### config.mk
export PLATFORM = sky130hd
export DESIGN_NAME = rm2q_front
export DESIGN_NICKNAME = d
export VERILOG_FILES = /design/src/hw/rtl/rm2q_pkg.sv /design/src/hw/rtl/rm2q_front.sv
export SDC_FILE = /design/constraint.sdc
export NUM_CORES = 1
export LEC_CHECK = 0
export BUFFER_PORTS_ARGS = -buffer_cell sky130_fd_sc_hd__buf_2
export CORE_MARGIN = 1.5
export CORE_UTILIZATION = 42
export DETAILED_ROUTE_END_ITERATION = 16
export PLACE_DENSITY = 0.6
export SYNTH_ARGS = -nofsm -noshare
export SYNTH_HDL_FRONTEND = slang
export SYNTH_SLANG_ARGS = --single-unit
### constraint.sdc
create_clock -name clk -period 3.4 [get_ports clk]
set_input_delay 0.51 -clock clk [delete_from_list [all_inputs] [get_ports clk]]
set_output_delay 0.51 -clock clk [all_outputs]
set_load 0.02 [all_outputs]
### src/hw/rtl/rm2q_pkg.sv
// Shared widths, types and helper functions for the rotation matrix to quaternion block.
// No dependencies; every other file of the block refers to this package by scoped names.
package rm2q_pkg;

	localparam int FRAC_BITS = 14;
	localparam int IN_W = 16;
	localparam int OUT_W = 16;
	// Signed numerator: difference or sum of two matrix elements.
	localparam int NUM_W = IN_W + 1;
	localparam int MAG_W = NUM_W;
	// Signed radicand, also wide enough for the trace.
	localparam int RAD_W = ((FRAC_BITS > IN_W + 1) ? FRAC_BITS : IN_W + 1) + 2;
	localparam int SQI_W = RAD_W - 1 + FRAC_BITS;
	localparam int SQ_W = SQI_W + (SQI_W % 2);
	localparam int ROOT_W = SQ_W / 2;
	localparam int DVD_W = MAG_W + FRAC_BITS + 1;
	localparam int QDEPTH = 2;
	localparam int QPTR_W = (QDEPTH > 1) ? $clog2(QDEPTH) : 1;
	localparam int QCNT_W = $clog2(QDEPTH + 1);

	localparam logic signed [RAD_W-1:0] RAD_ONE =
		{{(RAD_W - FRAC_BITS - 1){1'b0}}, 1'b1, {FRAC_BITS{1'b0}}};
	localparam logic [OUT_W-1:0] SAT_POS = {1'b0, {(OUT_W - 1){1'b1}}};
	localparam logic [OUT_W-1:0] SAT_NEG = {1'b1, {(OUT_W - 1){1'b0}}};

	typedef enum logic [1:0] {
		COMP_W,
		COMP_X,
		COMP_Y,
		COMP_Z
	} comp_t;

	// One classified matrix: radicand magnitude, numerator magnitudes and signs.
	typedef struct packed {
		logic [RAD_W-2:0]            rad;
		logic [3:0][MAG_W-1:0]       mag;
		logic [3:0]                  neg;
		comp_t                       dom;
		logic                        degen;
	} work_t;

	typedef struct packed {
		logic                        full;
		logic                        empty;
		logic [QCNT_W-1:0]           count;
	} qstat_t;

	// Applies a sign to a magnitude and saturates to the output width.
	function automatic logic [OUT_W-1:0] sat_out(input logic neg, input logic [DVD_W-1:0] mag);
		logic [DVD_W-1:0] neg_mag;
		neg_mag = -mag;
		if (!neg) begin
			if (mag > DVD_W'(SAT_POS))
				return SAT_POS;
			return mag[OUT_W-1:0];
		end
		if (mag > DVD_W'(SAT_NEG))
			return SAT_NEG;
		return neg_mag[OUT_W-1:0];
	endfunction

endpackage

### src/hw/rtl/rm2q_front.sv
// Front end: computes the trace, picks the branch, forms radicand and numerators.
// Depends on rm2q_pkg; feeds rm2q_queue through a one-entry output register.
module rm2q_front (
	input  logic                                 clk,
	input  logic                                 arst_n,
	input  logic                                 push,
	output logic                                 full,
	input  logic signed [rm2q_pkg::IN_W-1:0]     m00,
	input  logic signed [rm2q_pkg::IN_W-1:0]     m01,
	input  logic signed [rm2q_pkg::IN_W-1:0]     m02,
	input  logic signed [rm2q_pkg::IN_W-1:0]     m10,
	input  logic signed [rm2q_pkg::IN_W-1:0]     m11,
	input  logic signed [rm2q_pkg::IN_W-1:0]     m12,
	input  logic signed [rm2q_pkg::IN_W-1:0]     m20,
	input  logic signed [rm2q_pkg::IN_W-1:0]     m21,
	input  logic signed [rm2q_pkg::IN_W-1:0]     m22,
	output logic                                 out_valid,
	output rm2q_pkg::work_t                      out_data,
	input  logic                                 out_ready
);

	logic signed [rm2q_pkg::RAD_W-1:0] e00, e01, e02, e10, e11, e12, e20, e21, e22;
	logic signed [rm2q_pkg::RAD_W-1:0] trace, rad;
	logic signed [rm2q_pkg::NUM_W-1:0] n [4];
	rm2q_pkg::work_t                   cls;
	logic                              valid_s1;
	rm2q_pkg::work_t                   data_s1;
	logic                              load;

	assign e00 = rm2q_pkg::RAD_W'(m00);
	assign e01 = rm2q_pkg::RAD_W'(m01);
	assign e02 = rm2q_pkg::RAD_W'(m02);
	assign e10 = rm2q_pkg::RAD_W'(m10);
	assign e11 = rm2q_pkg::RAD_W'(m11);
	assign e12 = rm2q_pkg::RAD_W'(m12);
	assign e20 = rm2q_pkg::RAD_W'(m20);
	assign e21 = rm2q_pkg::RAD_W'(m21);
	assign e22 = rm2q_pkg::RAD_W'(m22);
	assign trace = e00 + e11 + e22;

	always_comb begin
		cls = '0;
		rad = '0;
		for (int i = 0; i < 4; i++)
			n[i] = '0;
		if (!trace[rm2q_pkg::RAD_W-1] && trace != '0) begin
			cls.dom = rm2q_pkg::COMP_W;
			rad = trace + rm2q_pkg::RAD_ONE;
			n[1] = rm2q_pkg::NUM_W'(e21 - e12);
			n[2] = rm2q_pkg::NUM_W'(e02 - e20);
			n[3] = rm2q_pkg::NUM_W'(e10 - e01);
		end else if (m00 > m11 && m00 > m22) begin
			cls.dom = rm2q_pkg::COMP_X;
			rad = rm2q_pkg::RAD_ONE + e00 - e11 - e22;
			n[0] = rm2q_pkg::NUM_W'(e21 - e12);
			n[2] = rm2q_pkg::NUM_W'(e01 + e10);
			n[3] = rm2q_pkg::NUM_W'(e02 + e20);
		end else if (m11 > m22) begin
			cls.dom = rm2q_pkg::COMP_Y;
			rad = rm2q_pkg::RAD_ONE + e11 - e00 - e22;
			n[0] = rm2q_pkg::NUM_W'(e02 - e20);
			n[1] = rm2q_pkg::NUM_W'(e01 + e10);
			n[3] = rm2q_pkg::NUM_W'(e12 + e21);
		end else begin
			cls.dom = rm2q_pkg::COMP_Z;
			rad = rm2q_pkg::RAD_ONE + e22 - e00 - e11;
			n[0] = rm2q_pkg::NUM_W'(e10 - e01);
			n[1] = rm2q_pkg::NUM_W'(e02 + e20);
			n[2] = rm2q_pkg::NUM_W'(e12 + e21);
		end
		cls.degen = rad[rm2q_pkg::RAD_W-1] || rad == '0;
		// A degenerate item still flows through the back end with a zero radicand.
		cls.rad = cls.degen ? '0 : rad[rm2q_pkg::RAD_W-2:0];
		for (int i = 0; i < 4; i++) begin
			cls.neg[i] = n[i][rm2q_pkg::NUM_W-1];
			cls.mag[i] = n[i][rm2q_pkg::NUM_W-1] ? rm2q_pkg::MAG_W'(-n[i])
				: rm2q_pkg::MAG_W'(n[i]);
		end
	end

	assign full = valid_s1 && !out_ready;
	assign load = push && !full;

	always_ff @(posedge clk or negedge arst_n) begin
		if (!arst_n)
			valid_s1 <= 1'b0;
		else if (!full)
			valid_s1 <= push;
	end

	always_ff @(posedge clk) begin
		if (load)
			data_s1 <= cls;
	end

	assign out_valid = valid_s1;
	assign out_data = data_s1;

endmodule

== Word level (Yosys, flattened, before mapping) ==
Index checks and enable logic that the tools add are counted.
W data, S select, Z words.
Storage, ports and cells
  register bits after elaboration: 94
  input port bits: 148
  output and inout port bits: 95
  logic and storage cells: 67
Cells by class
  add/subtract/negate cells: 22
  magnitude comparators: 3
  mux-type cells: 17
  reduce and logical (&&, ||, !) cells: 11
Operator list (count)
  $mux W17: 5
  $add A16 B16 Y17: 4
  $mux W34: 2
  $neg A17 Y17: 4
  $mux W16: 4
  $mux W19: 3
  $sub A18 B16 Y19: 3
  $sub A17 B16 Y18: 3
  $add A16 B16 Y17 const A: 3
  $mux W51: 1
  $sub A16 B16 Y17: 3
  $gt A16 B16 Y1: 3
  $add A18 B16 Y19 const B: 1
  $logic_not A19 Y1: 1
  $reduce_bool A19 Y1: 1
  $add A17 B16 Y18: 1
  $logic_and A1 B1 Y1: 4
  $logic_not A1 Y1: 3
  $mux W1: 2
  $reduce_or A2 Y1: 1
  $logic_or A1 B1 Y1: 1

== Logic depth before layout (Yosys ltp) ==
  depth in word-level cells: 8
  gate-level depth with buffers: 31
  gate-level depth less buffers: 26

== Worst setup path before layout ==
OpenSTA, ideal clock, no wires.
  path type: input to register
  from: input m00[8] in the netlist's numbering
  to: register data_s1 (netlist bit out_data[47]) (data pin)
  library setup time: 0.262 ns
  arrival: 5.524 ns
  required time: 3.138 ns
  setup slack: -2.386 ns
  stages on the path: 28
  path buffers: 6
  cells stage by stage: fa_1 -> ha_1 -> buf_2 -> a21o_1 -> a211oi_1 -> a41oi_1 -> o21ai_0 -> nand2b_1 -> a211oi_1 -> nor2_1 -> inv_1 -> ha_1 -> nand4_1 -> a2111oi_4 -> or2_1 -> buf_4 -> buf_8 -> buf_8 -> buf_4 -> buf_2 -> mux2i_1 -> inv_1 -> ha_1 -> o21ai_0 -> mux2i_1 -> and3_1 -> or3_1 -> xor2_1
RTL lines
  start, declared: RTL line rm2q_front.sv:8  | input logic signed [rm2q_pkg::IN_W-1:0] m00,
  end signal, assigned: RTL line rm2q_front.sv:93  | data_s1 <= cls;
  end, declared: RTL line rm2q_front.sv:27  | rm2q_pkg::work_t data_s1;

==> out/qor.csv <==
stage;metric;value;unit
routing;routedWlPerCell;21.4;µm
setup_path;crit_path_end_kind;flop;
placement;dp_cells;3942;
layout;post-route-util;67.4;%
global_routing;grt_overflow;0;
placement;hpwl;72300;µm
clock_tree;clk_pin_slew;100;ps
global_routing;grt_pass1_vias;21950;
outcome;violations;setup timing;
clock_tree;cts.sinks;94;
setup_path;cp-start-kind;primary input;
routing;drc;0;
floorplanning;fp.dieW;217;µm
synthesis;synthCells;2337;
timing;hold_violations;0;
timing;slew_violations;0;
floorplanning;io_pins;243;
run;maxCapViolCount;0;
setup_path;worst_path_max_delay_cell;fa_1;
setup_path;cp.buffers_inverters;4;
timing;post-route-period-util;142;%
synthesis;synth_edf_count;93;
setup_path;cp_data_required_time;3560;ps
power_and_ir_drop;power_switching_share;47.0;%
power_and_ir_drop;comb_power_share;80.1;%
synthesis;synth_nets;2860;
layout;layout_common_cells;buf_4, ha_1, buf_2;
worst_hold_path;hp-class;in2reg;
timing;finalSetupTns;-101530;ps
timing;rsz0062_at_grt;yes;
setup_path;crit_arrival;5000;ps
global_routing;grt_pass1_wl;129000;µm
synthesis;async_flop_share;1.06;%
layout;drive_gt1_share;43.6;%
layout;areaGrowthSynthToFinish;58.3;%
synthesis;yosysWarnings;0;
power_and_ir_drop;p_per_area;499;mW/mm²
layout;layout_commonest_cell;buf_4;
setup_path;critPathTopFamily;adder cells;
clock_tree;cts_tree;done;
clock_tree;insertion_delay;400;ps
placement;portBuffers;242;
timing;worstMarginPinSlew;765;ps
timing;fmax;207;MHz
floorplanning;die-area;0.0472;mm²
timing;finalClockSkew;15.6;ps
floorplanning;die_y;217;µm
clock_tree;cts_inserted_buffers;9;
global_routing;grt_use_met2;58.4;%
global_routing;grt_max_degree;39;
floorplanning;rows;78;
routing;dr.pass1.iters;6;
timing;setup_ws;-1440;ps
global_routing;grt.busiest_layer;met2;
clock_tree;htree_levels;3;
synthesis;yosysSeqAreaShare;14.6;%
routing;routed_wl;86700;µm
global_routing;grt_use_met3;3.61;%
timing;finalSetupViolations;93;
global_routing;use_met1;50.6;%
floorplanning;core;0.0453;mm²
layout;fin_cells;4043;
synthesis;synth_seq_cells;94;
global_routing;grt_usage;35.8;%
outcome;status;finished with violations;
global_routing;antenna_found_initial;1;
layout;fill_cells;3776;
routing;vias;22545;
synthesis;ys.flop_type;edfxtp_1;
power_and_ir_drop;intPower;8.07;mW
clock_tree;cts-root-buf;clkbuf_16;
timing;relSlewSlack;48.3;%
setup_path;slowest_delay;470;ps
setup_path;crit_type;in2reg;
setup_path;critPathMaxFanout;4;
synthesis;synth_cell_types;99;
synthesis;synth_area;0.0193;mm²
floorplanning;initial_core_util;42.5;%
synthesis;avgSynthCellArea;8.24;µm²
power_and_ir_drop;clkPwrFrac;7.4;%
layout;layout.nets;3961;
clock_tree;clockBufferDepth;2;
power_and_ir_drop;seqPwrFrac;12.6;%
routing;viasPerCell;5.58;
routing;ant_nets;0;
power_and_ir_drop;p_sw;7.15;mW
placement;place.gp.congestion;0.983;
routing;drtIter0Drc;1919;
power_and_ir_drop;ir_drop;361;µV
timing;fin_crit;4840;ps
layout;diodes;0;
power_and_ir_drop;cellLeakagePower;14.5;nW
==> Yosys cell counts (all sizes together), types with 18 or more instances <==
cell    count  area, µm²
nor4       24        150
xnor2      99        867
a211oi     28        215
fa         74       1480
or3        33        216
a21oi     163        816
o21a       26        195
xor2       62        543
edfxtp     93       2790
nand2     153        574
nand3      45        225
mux2i      62        624
and3       22        138
nor2b      41        257
ha        301       3770
nor3       59        300
and2       18        113
o211ai     29        218
o21ai     144        728
nand2b     41        257
nor2      168        633
o21bai     23        173
a31oi      23        165
clkbuf     59        221
inv       212        796
buf        43        273
o31ai      26        200
==> flip-flops by register name (all words and copies together) (netlist names) <==
name	cells
out_valid	1
out_data	93
==> final timing paths <==
kind,cells past startpoint,start,slack [ps],endpoint
worst min-delay path,2,push,340,out_valid
max in group asynchronous,2,arst_n,2890,out_valid
worst min register to register,2,out_valid,560,out_valid
min in group asynchronous,2,arst_n,420,out_valid
worst max-delay path,25,m00[1],-1440,out_data[47]
worst max register to register,3,out_valid,1530,out_data[60]
==> cell families after synthesis <==
kind of cell,share of synthesized area [%]
multiplexers,4.00
AO/OA/AOI/OAI,21.9
buffers and inverters,6.72
flip-flops,14.6
XOR/XNOR,7.32
AND/OR/NAND/NOR,18.2
adder cells (fa/ha/maj),27.2
==> routing by layer <==
metal	up-vias	wire, µm
li1	10562	-
met1	11002	39600
met2	860	39400
met3	119	5570
met4	2	2120
met5	-	11
==> cell type report <==
type,count,area (µm²),area share [%]
multi-input cells,1928,16800,55.1
repair buffers,1192,9000,29.5
flip-flops and latches,94,2820,9.24
inverters,213,812,2.66
well taps,600,751,2.46
clock buffers,9,225,0.738
clock inverters,7,75.1,0.246
==> power by group through the flow <==
stage / sequential, mW / clock (mW) / combinational, mW
floorplan: 2.16 / 0 / 4.96
global placement: 1.93 / 0 / 9.95
detailed placement: 1.92 / 0 / 10.0
CTS: 1.91 / 1.11 / 11.3
global route: 1.91 / 1.15 / 12.9
finish: 1.91 / 1.12 / 12.2
==> repair_timing <==
| item | CTS | global route |
|---|---|---|
| resized for setup | 285 | 143 |
| hold buffers | 1 | 0 |
| setup buffers | 54 | 44 |
| pin swaps | 61 | 68 |
| gates cloned | 4 | 0 |
| setup endpoints to repair | 93 | 93 |
| endpoints found under the hold margin | 1 | 0 |
==> per-stage QoR <==
| stage | hold WS, ps | cell area [µm²] | total power, mW | worst slack (ps) |
|---|---|---|---|---|
| 4_1_cts | 341 | 29700 | 14.3 | -1380 |
| 2_1_floorplan | 214 | 19700 | 7.12 | -1980 |
| 5_1_grt | 338 | 30500 | 15.9 | -1600 |
| 3_5_place_dp | 289 | 27600 | 12.0 | -2110 |
| 3_3_place_gp | 284 | 27600 | 11.9 | -2130 |
| 6_report | 341 | 30500 | 15.2 | -1440 |
Power figures use the tool's default switching activity.
