### config.mk
export PLATFORM = sky130hd
export DESIGN_NAME = rm2q_queue
export DESIGN_NICKNAME = d
export VERILOG_FILES = /design/src/hw/rtl/rm2q_pkg.sv /design/src/hw/rtl/rm2q_queue.sv
export SDC_FILE = /design/constraint.sdc
export NUM_CORES = 1
export LEC_CHECK = 0
export BUFFER_PORTS_ARGS = -buffer_cell sky130_fd_sc_hd__buf_2
export CORE_MARGIN = 1.5
export CORE_UTILIZATION = 47
export CTS_CLUSTER_DIAMETER = 80
export DETAILED_ROUTE_END_ITERATION = 8
export PLACE_DENSITY = 0.84
export SETUP_SLACK_MARGIN = 0.02
export SLEW_MARGIN = 15
export SYNTH_ARGS = -nofsm -noshare
export SYNTH_HDL_FRONTEND = slang
export SYNTH_SLANG_ARGS = --single-unit
### constraint.sdc
create_clock -name clk -period 4.5 [get_ports clk]
set_input_delay 0.225 -clock clk [delete_from_list [all_inputs] [get_ports clk]]
set_output_delay 0.225 -clock clk [all_outputs]
set_load 0.1 [all_outputs]
### src/hw/rtl/rm2q_pkg.sv
// Shared widths, types and helper functions for the rotation matrix to quaternion block.
// No dependencies; every other file of the block refers to this package by scoped names.
package rm2q_pkg;

	localparam int FRAC_BITS = 14;
	localparam int IN_W = 16;
	localparam int OUT_W = 16;
	// Signed numerator: difference or sum of two matrix elements.
	localparam int NUM_W = IN_W + 1;
	localparam int MAG_W = NUM_W;
	// Signed radicand, also wide enough for the trace.
	localparam int RAD_W = ((FRAC_BITS > IN_W + 1) ? FRAC_BITS : IN_W + 1) + 2;
	localparam int SQI_W = RAD_W - 1 + FRAC_BITS;
	localparam int SQ_W = SQI_W + (SQI_W % 2);
	localparam int ROOT_W = SQ_W / 2;
	localparam int DVD_W = MAG_W + FRAC_BITS + 1;
	localparam int QDEPTH = 2;
	localparam int QPTR_W = (QDEPTH > 1) ? $clog2(QDEPTH) : 1;
	localparam int QCNT_W = $clog2(QDEPTH + 1);

	localparam logic signed [RAD_W-1:0] RAD_ONE =
		{{(RAD_W - FRAC_BITS - 1){1'b0}}, 1'b1, {FRAC_BITS{1'b0}}};
	localparam logic [OUT_W-1:0] SAT_POS = {1'b0, {(OUT_W - 1){1'b1}}};
	localparam logic [OUT_W-1:0] SAT_NEG = {1'b1, {(OUT_W - 1){1'b0}}};

	typedef enum logic [1:0] {
		COMP_W,
		COMP_X,
		COMP_Y,
		COMP_Z
	} comp_t;

	// One classified matrix: radicand magnitude, numerator magnitudes and signs.
	typedef struct packed {
		logic [RAD_W-2:0]            rad;
		logic [3:0][MAG_W-1:0]       mag;
		logic [3:0]                  neg;
		comp_t                       dom;
		logic                        degen;
	} work_t;

	typedef struct packed {
		logic                        full;
		logic                        empty;
		logic [QCNT_W-1:0]           count;
	} qstat_t;

	// Applies a sign to a magnitude and saturates to the output width.
	function automatic logic [OUT_W-1:0] sat_out(input logic neg, input logic [DVD_W-1:0] mag);
		logic [DVD_W-1:0] neg_mag;
		neg_mag = -mag;
		if (!neg) begin
			if (mag > DVD_W'(SAT_POS))
				return SAT_POS;
			return mag[OUT_W-1:0];
		end
		if (mag > DVD_W'(SAT_NEG))
			return SAT_NEG;
		return neg_mag[OUT_W-1:0];
	endfunction

endpackage

### src/hw/rtl/rm2q_queue.sv
// Short queue between the front end and the back end so that each side stalls on its own.
// Depends on rm2q_pkg for the item type and depth.
module rm2q_queue (
	input  logic             clk,
	input  logic             arst_n,
	input  logic             in_valid,
	input  rm2q_pkg::work_t  in_data,
	output logic             in_ready,
	output logic             out_valid,
	output rm2q_pkg::work_t  out_data,
	input  logic             out_ready,
	output rm2q_pkg::qstat_t stat
);

	rm2q_pkg::work_t                mem_q [rm2q_pkg::QDEPTH];
	logic [rm2q_pkg::QPTR_W-1:0]    wptr_q, rptr_q;
	logic [rm2q_pkg::QCNT_W-1:0]    count_q;
	logic                           wr, rd;

	assign in_ready = count_q != rm2q_pkg::QCNT_W'(rm2q_pkg::QDEPTH);
	assign out_valid = count_q != '0;
	assign out_data = mem_q[rptr_q];
	assign wr = in_valid && in_ready;
	assign rd = out_valid && out_ready;

	assign stat.full = !in_ready;
	assign stat.empty = !out_valid;
	assign stat.count = count_q;

	always_ff @(posedge clk or negedge arst_n) begin
		if (!arst_n) begin
			wptr_q <= '0;
			rptr_q <= '0;
			count_q <= '0;
		end else begin
			if (wr)
				wptr_q <= (wptr_q == rm2q_pkg::QPTR_W'(rm2q_pkg::QDEPTH - 1)) ? '0 : wptr_q + 1'b1;
			if (rd)
				rptr_q <= (rptr_q == rm2q_pkg::QPTR_W'(rm2q_pkg::QDEPTH - 1)) ? '0 : rptr_q + 1'b1;
			if (wr && !rd)
				count_q <= count_q + 1'b1;
			else if (rd && !wr)
				count_q <= count_q - 1'b1;
		end
	end

	always_ff @(posedge clk) begin
		if (wr)
			mem_q[wptr_q] <= in_data;
	end

endmodule

### Yosys cells after proc, flatten, opt, wreduce, memory -nomap -nowiden

Memories as Yosys holds them, arrays and structs flattened.
Cells that the tools add are included.

* register bits: 4
* memory bits (writable): 186
* input port bits: 97
* output and inout port bits: 99
* word-level logic and storage cells: 25
* memories kept: 1

* $add $sub $neg: 4
* equality and inequality tests: 1
* mux-type cells: 6
* reductions and logical operators: 10

Memory list
* mem_q: words 2, bits a word 93, rd ports 1, clocked after memory_dff 0, write ports 1, RTL line rm2q_queue.sv:15 `rm2q_pkg::work_t mem_q [rm2q_pkg::QDEPTH];`

Operators with widths (count)
* $logic_and A1 B1 Y1: 4
* $logic_not A1 Y1: 4
* $mux W1: 4
* $mux W2: 2
* $reduce_bool A2 Y1: 2
* $add A1 B1 Y1 const B: 2
* $add A2 B1 Y2 const B: 1
* $ne A2 B2 Y1 const B: 1
* $sub A2 B1 Y2 const B: 1

### Longest topological paths before layout

Gate-level depths: netlist of run 1.

* word-level depth: 6
* depth in mapped cells: 7
* mapped depth without buffers: 7

### Worst setup path after synthesis of run 1

Ideal clock, no wire load.

* path kind: register to register
* start: register count_q[0] in the netlist's numbering
* end: memory mem_q[0][0] in the netlist's numbering, enable pin
* library setup time: 546 ps
* arrival: 6055 ps
* required time: 3954 ps
* setup slack: -2101 ps
* stages on the path, launching flop included: 4
* cells stage by stage: dfrtp_1 nand2b_1 nand2_1 nor2_1

* longest elaborated chain between the ends: 4

RTL lines
* from (decl): RTL line rm2q_queue.sv:17 `logic [rm2q_pkg::QCNT_W-1:0] count_q;`
* from (signal assigned): RTL line rm2q_queue.sv:41 `count_q <= count_q + 1'b1;`
* from (signal assigned): RTL line rm2q_queue.sv:43 `count_q <= count_q - 1'b1;`
* $ne A2 B2 Y1: RTL line rm2q_queue.sv:20 `assign in_ready = count_q != rm2q_pkg::QCNT_W'(rm2q_pkg::QDEPTH);`
* named net in_ready: RTL line rm2q_queue.sv:8 `output logic in_ready,`
* $logic_and A1 B1 Y1: RTL line rm2q_queue.sv:23 `assign wr = in_valid && in_ready;`
* $mux W1: RTL line rm2q_queue.sv:48 `if (wr)`
* $mux W1 (implied by the code): RTL line rm2q_queue.sv:49 `mem_q[wptr_q] <= in_data;`
* to (decl): RTL line rm2q_queue.sv:15

The timed path passes the listed nets, and every way through them passes these cells.

==> run_results.csv, run 1 <==
group,metric,value,unit
status,status,"finished, final reports clean",
worst_hold_path,hold_depth,1,
global_routing,grt_max_degree,67,
global_routing,grt_pass1_wl,22140,microns
global_routing,grt_overflow,0,
synth,synth-compound-area-share,0,%
placement,gp_congestion,0.7202,
timing,rsz0062_at_grt,"false",
drt,avgViaCountPerCell,4.811,
clocking,cts_buffers,17,
critical_path,r2r_start,"count_q[0]",
synth,muxShareOfSynthArea,15.12,%
synth,synth_seq_cells,190,
timing,max_freq,348.9,MHz
synth,yosys.area_share.xor_xnor,0.6325,%
floorplanning,dieArea,15470,sq um
timing,drv_slew,0,
floorplanning,num_rows,44,
timing,hold_violations,0,
global_routing,grtUsageTotal,18.62,%
synth,syn_avg_cell_area,22.41,sq um
drt,ant_nets,0,
drt,drc,0,
clocking,cts_tree,"yes",
final_layout,synthToLayoutAreaGrowth,39.88,%
floorplanning,fp.dieH,124.4,microns
worst_hold_path,min_path_type,"in2reg",
run,maxCapViolCount,0,
clocking,cts.clk_slew.worst_paths,0.06,ns
clocking,cts_buffer_depth,2,
drt,drtPass1Iterations,4,
floorplanning,initial_core_util,47.82,%
drt,routed_wl,14030,microns
timing,fin_crit_sh,63.69,%
floorplanning,die_x,124.4,microns
floorplanning,io_pins,196,
clocking,post_cts_buffers,0,
final_layout,fin_util,66.89,%
final_layout,nets,709,
timing,period_needed,2.866,ns
synth,synthCells,309,
synth,synth_simple_gate_area_share,0.4879,%
critical_path,worst_ep_required_time,4.28,ns
timing,worst_slew_pin_slew,0.8844,ns
drt,drtIter0Drc,257,
timing,timing.setup.tns,0,ns
critical_path,path_class,"reg2out",
clocking,clkLatencyLatePin,0.42,ns
synth,syn_nets,407,
timing,max_slew_margin,41.04,%
synth,netlist_area,6924,sq um
clocking,cts-root-buf,"clkbuf_16",
timing,clock_skew,0.009662,ns
critical_path,cp-startpoint,"rptr_q",
synth,synth_top_family_by_area,"multiplexers",
final_layout,drive_above_1_share,51.76,%
placement,io_buffers,195,
synth,synthAdderAreaFrac,0.1807,%
clocking,clock-sinks,190,
critical_path,path_max_fanout,66,
floorplanning,coreArea,14480,sq um
critical_path,worstPathArrival,2.64,ns
clocking,h-tree-depth,4,
critical_path,crit_path_end_kind,"primary output",
drt,post_drt_wl_per_cell,17.36,microns
critical_path,reg2regPathDepth,3,
global_routing,first_global_vias,4353,
final_layout,antenna_cells,0,
critical_path,regToRegSetupSlack,2.39,ns
worst_hold_path,worstHoldStart,"in_data[30]",
synth,ys_warn_count,0,
timing,setup_viol_count_final,0,
global_routing,antenna_found_initial,0,
synth,yosysSeqAreaShare,82.11,%
critical_path,start_kind,"flip-flop",
placement,post-dp-hpwl,7986,microns
synth,synth_cell_types,15,
drt,num_vias,3887,
## cells by family after synthesis
family / Yosys count
xor gates and xnor gates: 5
adders and majority gates: 1
buffers and inverters: 13
DFF: 190
muxes: 93
and+or+nand+nor: 7
## worst max-delay path: stages, from the launching register on
cell and delay [ns]:
dfrtp_4 1.01, buf_4 0.48, mux2_2 0.39, buf_2 0.29
## area by class of cell
cell class	instances	area, sq um
Tap cell	184	230.2
Multi-Input combinational cell	106	1150
Sequential cell	190	5689
Timing Repair Buffer	293	1944
Clock inverter	7	185.2
Fill cell	940	4793
Clock buffer	25	475.5
Inverter	3	11.26
## stage by stage
step	area, sq um	worst slack, ns	cells	hold slack, ns
floorplan	6933	0.4688	309	-0.07059
global route	9686	1.492	808	0.005246
global placement	8094	2.117	683	0.03192
CTS	9686	1.608	808	0.002518
finish	9686	1.634	808	0.03151
detailed placement	8094	2.075	683	0.03845
## Yosys cell counts
| library cell | n | area [sq um] |
|---|---|---|
| and3_1 | 1 | 6.260 |
| buf_2 | 3 | 15.01 |
| buf_4 | 1 | 7.510 |
| buf_6 | 6 | 67.56 |
| dfrtp_1 | 4 | 100.1 |
| edfxtp_1 | 186 | 5585 |
| ha_1 | 1 | 12.51 |
| inv_1 | 3 | 11.26 |
| mux2_2 | 93 | 1047 |
| nand2_1 | 2 | 7.510 |
| nand2b_1 | 1 | 6.260 |
| nor2_1 | 2 | 7.510 |
| or2_2 | 1 | 6.260 |
| xnor2_1 | 3 | 26.28 |
| xor2_1 | 2 | 17.52 |
## registers in the layout, summed over array words and instances, names as in the netlist
signal   cells
rptr_q       1
count_q      2
mem_q      186
wptr_q       1
## timing repair
action                                 4_1_cts  5_1_grt
hold buffers                                93        0
resized for setup                            0        0
endpoints found under the hold margin      188        0
## per-layer routing
layer | vias to the layer above | global-route usage (%) | part of all wire, %
li1 | 1832 | - | -
met1 | 1897 | 20.80 | 39
met2 | 135 | 34.03 | 55
met3 | 23 | 4.682 | 4.6
met4 | 0 | 7.235 | 1.9
met5 | - | 0 | 0
## placed cells by master (no fill, tap or decap), types with 2 or more instances in the layout
master	netlist	routed
bufinv_16	0	6
buf_2	3	195
dlygate4sd3_1	0	93
xor2_1	2	2
buf_4	1	5
clkbuf_16	0	17
clkbuf_1	0	6
edfxtp_1	186	186
nand2_1	2	2
xnor2_1	3	3
dfrtp_1	4	3
inv_1	3	3
clkbuf_8	0	2
mux2_2	93	93
## worst paths after layout
| kind | endpoint |
|---|---|
| worst max-delay path | out_data[78] |
| worst min-delay path | mem_q[1][30] |
| worst max register to register | mem_q[1][39] |
| worst min register to register | count_q[1] |
| max in group asynchronous | rptr_q |
| min in group asynchronous | count_q[0] |
Power of run 1 is left out: the tool's default activity adds up to more than one toggle a clock period on the data nets, which glitch-free logic cannot reach.
==> run 2: changes to the inputs <==
CORE_UTILIZATION = 52   (was 47)
PLACE_DENSITY = 0.88   (was 0.84)
clock period = 2.78 ns   (was 4.5 ns; I/O delays follow)
==> run_results.csv, run 2 (synthesis results as in run 1) <==
group,metric,value,unit
status,status,"finished, final reports clean",
worst_hold_path,worstHoldStart,"out_ready",
global_routing,grt_max_degree,94,
critical_path,start_kind,"flip-flop",
critical_path,worstPathArrival,2.11,ns
floorplanning,io_pins,196,
drt,drtPass1Iterations,5,
final_layout,synthToLayoutAreaGrowth,40.62,%
timing,worst_slew_pin_slew,0.5492,ns
clocking,post_cts_buffers,0,
final_layout,layout_commonest_cell,"buf_2",
clocking,clkLatencyLatePin,0.42,ns
drt,drc,0,
run,maxCapViolCount,0,
timing,setup_viol_count_final,0,
critical_path,r2r_start,"count_q[0]",
final_layout,num-fill-cells,708,
drt,routed_wl,14230,microns
timing,period_needed,2.252,ns
final_layout,layout_common_cells,"buf_2 (195), edfxtp_1 (186), dlygate4sd3_1 (95)",
floorplanning,die_x,118.4,microns
clocking,cts-root-buf,"clkbuf_16",
global_routing,grt_overflow,0,
timing,max_slew_margin,63.39,%
timing,max_freq,444.0,MHz
final_layout,nets,711,
clocking,cts.clk_slew.worst_paths,0.06,ns
clocking,cts_buffer_depth,2,
final_layout,drive_above_1_share,52.72,%
placement,post-dp-hpwl,8102,microns
timing,clock_skew,0.007668,ns
final_layout,top_register,"mem_q",
timing,hold_violations,0,
drt,ant_nets,0,
final_layout,final_cells,800,
clocking,cts_buffers,17,
placement,place_inst,671,
critical_path,crit_path_end_kind,"primary output",
floorplanning,initial_core_util,53.99,%
floorplanning,coreArea,12820,sq um
global_routing,antenna_found_initial,1,
global_routing,first_global_vias,4336,
placement,gp_congestion,0.6980,
clocking,h-tree-depth,4,
drt,avgViaCountPerCell,4.900,
critical_path,cp-startpoint,"rptr_q",
worst_hold_path,min_path_type,"in2reg",
drt,drtIter0Drc,276,
floorplanning,fp.dieH,118.4,microns
floorplanning,num_rows,41,
critical_path,path_class,"reg2out",
floorplanning,dieArea,14020,sq um
final_layout,reg_top3,"mem_q x186, count_q x2",
drt,num_vias,3920,
critical_path,path_max_fanout,27,
clocking,ctsResizeCount,0,
timing,drv_slew,0,
drt,post_drt_wl_per_cell,17.78,microns
final_layout,multi_input_area,1165,sq um
timing,fin_crit_sh,81.01,%
global_routing,grt_pass1_wl,22020,microns
critical_path,worst_ep_required_time,2.64,ns
global_routing,grtUsageTotal,20.97,%
placement,io_buffers,195,
timing,rsz0062_at_grt,"false",
clocking,cts_tree,"yes",
timing,timing.setup.tns,0,ns
final_layout,seq_area,5694,sq um
final_layout,largest_register_ffs,186,
clocking,clock-sinks,190,
[run 2: final cells by class]
class | instances | share of cell area [%]
flip-flops and latches | 190 | 58.48
repair buffers | 295 | 20.56
multi-input cells | 106 | 11.96
clock buffers | 18 | 4.408
clock inverters | 14 | 2.210
well taps | 172 | 2.210
inverters | 3 | 0.1157
diodes | 2 | 0.05140
[run 2: path summary, 6_finish.rpt]
| check | slack [ns] | endpoint | cells past startpoint |
|---|---|---|---|
| worst max-delay path | 0.53 | out_data[39] | 3 |
| worst min-delay path | 0.04 | rptr_q | 3 |
| worst max register to register | 1.01 | mem_q[1][55] | 3 |
| worst min register to register | 0.53 | count_q[1] | 1 |
| max in group asynchronous | 2.56 | rptr_q | 2 |
| min in group asynchronous | 0.07 | count_q[0] | 2 |
[run 2: metal layers]
layer	GRT usage [%]	share of wire [%]	vias to the layer above
met5	0	0	-
met4	8.358	2.0	0
met3	6.322	5.0	23
met2	37.68	54	152
met1	23.26	39	1903
li1	-	-	1842
[run 2: repair_timing]
item | in CTS | in global routing
hold buffers | 95 | 0
endpoints found under the setup margin | 0 | 0
hold endpoints to repair | 191 | 0
[run 2: per-stage QoR]
| step | cell area [sq um] | worst slack [ns] | util, % | hold slack, ns |
|---|---|---|---|---|
| finish | 9737 | 0.5279 | 75.92 | 0.03580 |
| CTS | 9732 | 0.5132 | 75.88 | 0.01622 |
| floorplan | 6953 | -0.1751 | - | -0.1566 |
| detailed placement | 8137 | 0.9812 | 63.44 | -0.04653 |
| global route | 9734 | 0.4489 | 75.90 | 0.04904 |
| global placement | 8137 | 1.023 | 63.44 | -0.05034 |
[run 2: critical path, cell delays in order (launching register included)]
cell and delay (ns):
dfrtp_4 0.61, buf_4 0.38, mux2_2 0.39, buf_2 0.29
Power of run 2 is left out for the same reason.
==> run 3: changes to the inputs <==
clock period = 2.1 ns   (was 2.78 ns; I/O delays follow)
==> run_results.csv, run 3 (synthesis results as in run 1) <==
group,metric,value,unit
status,status,"finished, final reports clean",
floorplanning,io_pins,196,
final_layout,largest_register_ffs,186,
timing,hold_violations,0,
global_routing,grt_overflow,0,
timing,fin_ws,0.06788,ns
clocking,post_cts_buffers,0,
floorplanning,fp.dieH,118.4,microns
critical_path,slowest_delay,0.43,ns
drt,drtIter0Drc,302,
timing,fin_crit_sh,96.77,%
final_layout,drive_above_1_share,53.11,%
floorplanning,dieArea,14020,sq um
global_routing,grtUsageTotal,21.78,%
timing,worst_slew_pin_slew,0.5073,ns
floorplanning,die_x,118.4,microns
final_layout,nets,712,
timing,drv_slew,0,
global_routing,grt_max_degree,52,
critical_path,crit_path_end_kind,"primary output",
critical_path,cp_top_family,"buffers and inverters",
final_layout,synthToLayoutAreaGrowth,42.16,%
critical_path,worst_ep_required_time,2.00,ns
clocking,cts.clk_slew.worst_paths,0.07,ns
critical_path,path_cells,"buf_8 > mux2_2 > clkbuf_4",
clocking,cts_buffer_depth,2,
clocking,clkLatencyLatePin,0.43,ns
drt,routed_wl,15190,microns
timing,setup_viol_count_final,0,
timing,max_freq,492.1,MHz
floorplanning,num_rows,41,
placement,gp_congestion,0.7183,
global_routing,antenna_found_initial,0,
final_layout,antenna_cells,0,
timing,period_needed,2.032,ns
critical_path,start_kind,"flip-flop",
drt,avgViaCountPerCell,5.086,
worst_hold_path,min_path_type,"in2async",
critical_path,worstPathArrival,1.93,ns
clocking,cts-root-buf,"clkbuf_16",
final_layout,layout_common_cells,"edfxtp_1 (186), buf_2 (146), dlygate4sd3_1 (95)",
run,maxCapViolCount,0,
clocking,clock-sinks,190,
drt,ant_nets,0,
critical_path,path_max_fanout,51,
timing,max_slew_margin,66.41,%
drt,drc,0,
timing,rsz0062_at_grt,"true",
floorplanning,coreArea,12820,sq um
placement,io_buffers,195,
final_layout,top_register,"mem_q",
clocking,h-tree-depth,4,
final_layout,reg_top3,"mem_q x186, count_q x2",
floorplanning,initial_core_util,53.99,%
placement,post-dp-hpwl,8171,microns
timing,clock_skew,0.009723,ns
placement,place_ws,0.3440,ns
clocking,cts_tree,"yes",
drt,post_drt_wl_per_cell,19.01,microns
global_routing,grt_pass1_wl,22780,microns
critical_path,cpMaxStageDelayCell,"dfrtp_4",
final_layout,layout_commonest_cell,"edfxtp_1",
critical_path,path_class,"reg2out",
global_routing,first_global_vias,4361,
clocking,cts_buffers,17,
drt,drtPass1Iterations,4,
drt,num_vias,4064,
critical_path,cp_num_buf_inv,2,
==> run 3: layout make-up <==
| type | instances | area [sq um] |
|---|---|---|
| multi-input cells | 106 | 1165 |
| well taps | 172 | 215.2 |
| clock inverters | 15 | 172.7 |
| clock buffers | 17 | 425.4 |
| inverters | 3 | 11.26 |
| repair buffers | 296 | 2160 |
| flip-flops and latches | 190 | 5694 |
| fillers | 684 | 2982 |
==> run 3: worst register-to-register path, stage by stage (launching register included) <==
cell     delay (ns)
dfrtp_4        0.50
or2_2          0.32
nand2_1        0.13
ha_1           0.27
nor2_1         0.16
xor2_1         0.17
==> run 3: final timing paths <==
kind                            start           end  slack (ns)  depth (start not counted)
max reg2reg                count_q[0]    count_q[1]        0.45                          5
max in group asynchronous      arst_n        rptr_q        1.93                          2
min reg2reg                count_q[1]    count_q[1]        0.54                          1
max                            rptr_q  out_data[59]        0.07                          3
min                            arst_n    count_q[0]        0.02                          2
min in group clk             in_valid        wptr_q        0.02                          3
==> run 3: per-stage QoR <==
stage               util (%)  hold slack (ns)  instances  area [sq um]  setup TNS, ns
floorplan                  -          -0.1906        309          6953        -138.46
global placement       63.60         -0.08294        672          8157              0
detailed placement     63.60         -0.07778        672          8157              0
CTS                    75.74         0.005810        799          9713              0
global route           76.75         0.007079        799          9843              0
finish                 76.75          0.02024        799          9843              0
==> run 3: repair_timing <==
item	CTS	global route
hold buffers	95	0
hold endpoints to repair	191	0
setup endpoints to repair	93	87
cloned	0	0
resized for setup	2	53
==> run 3: layer usage <==
layer	vias to the layer above	track usage, %	part of all wire (%)
met5	-	0	0
met4	0	10.39	2.5
met3	31	5.550	6.7
met2	205	39.24	55
met1	1993	24.02	36
li1	1835	-	-
Power of run 3 is left out for the same reason.
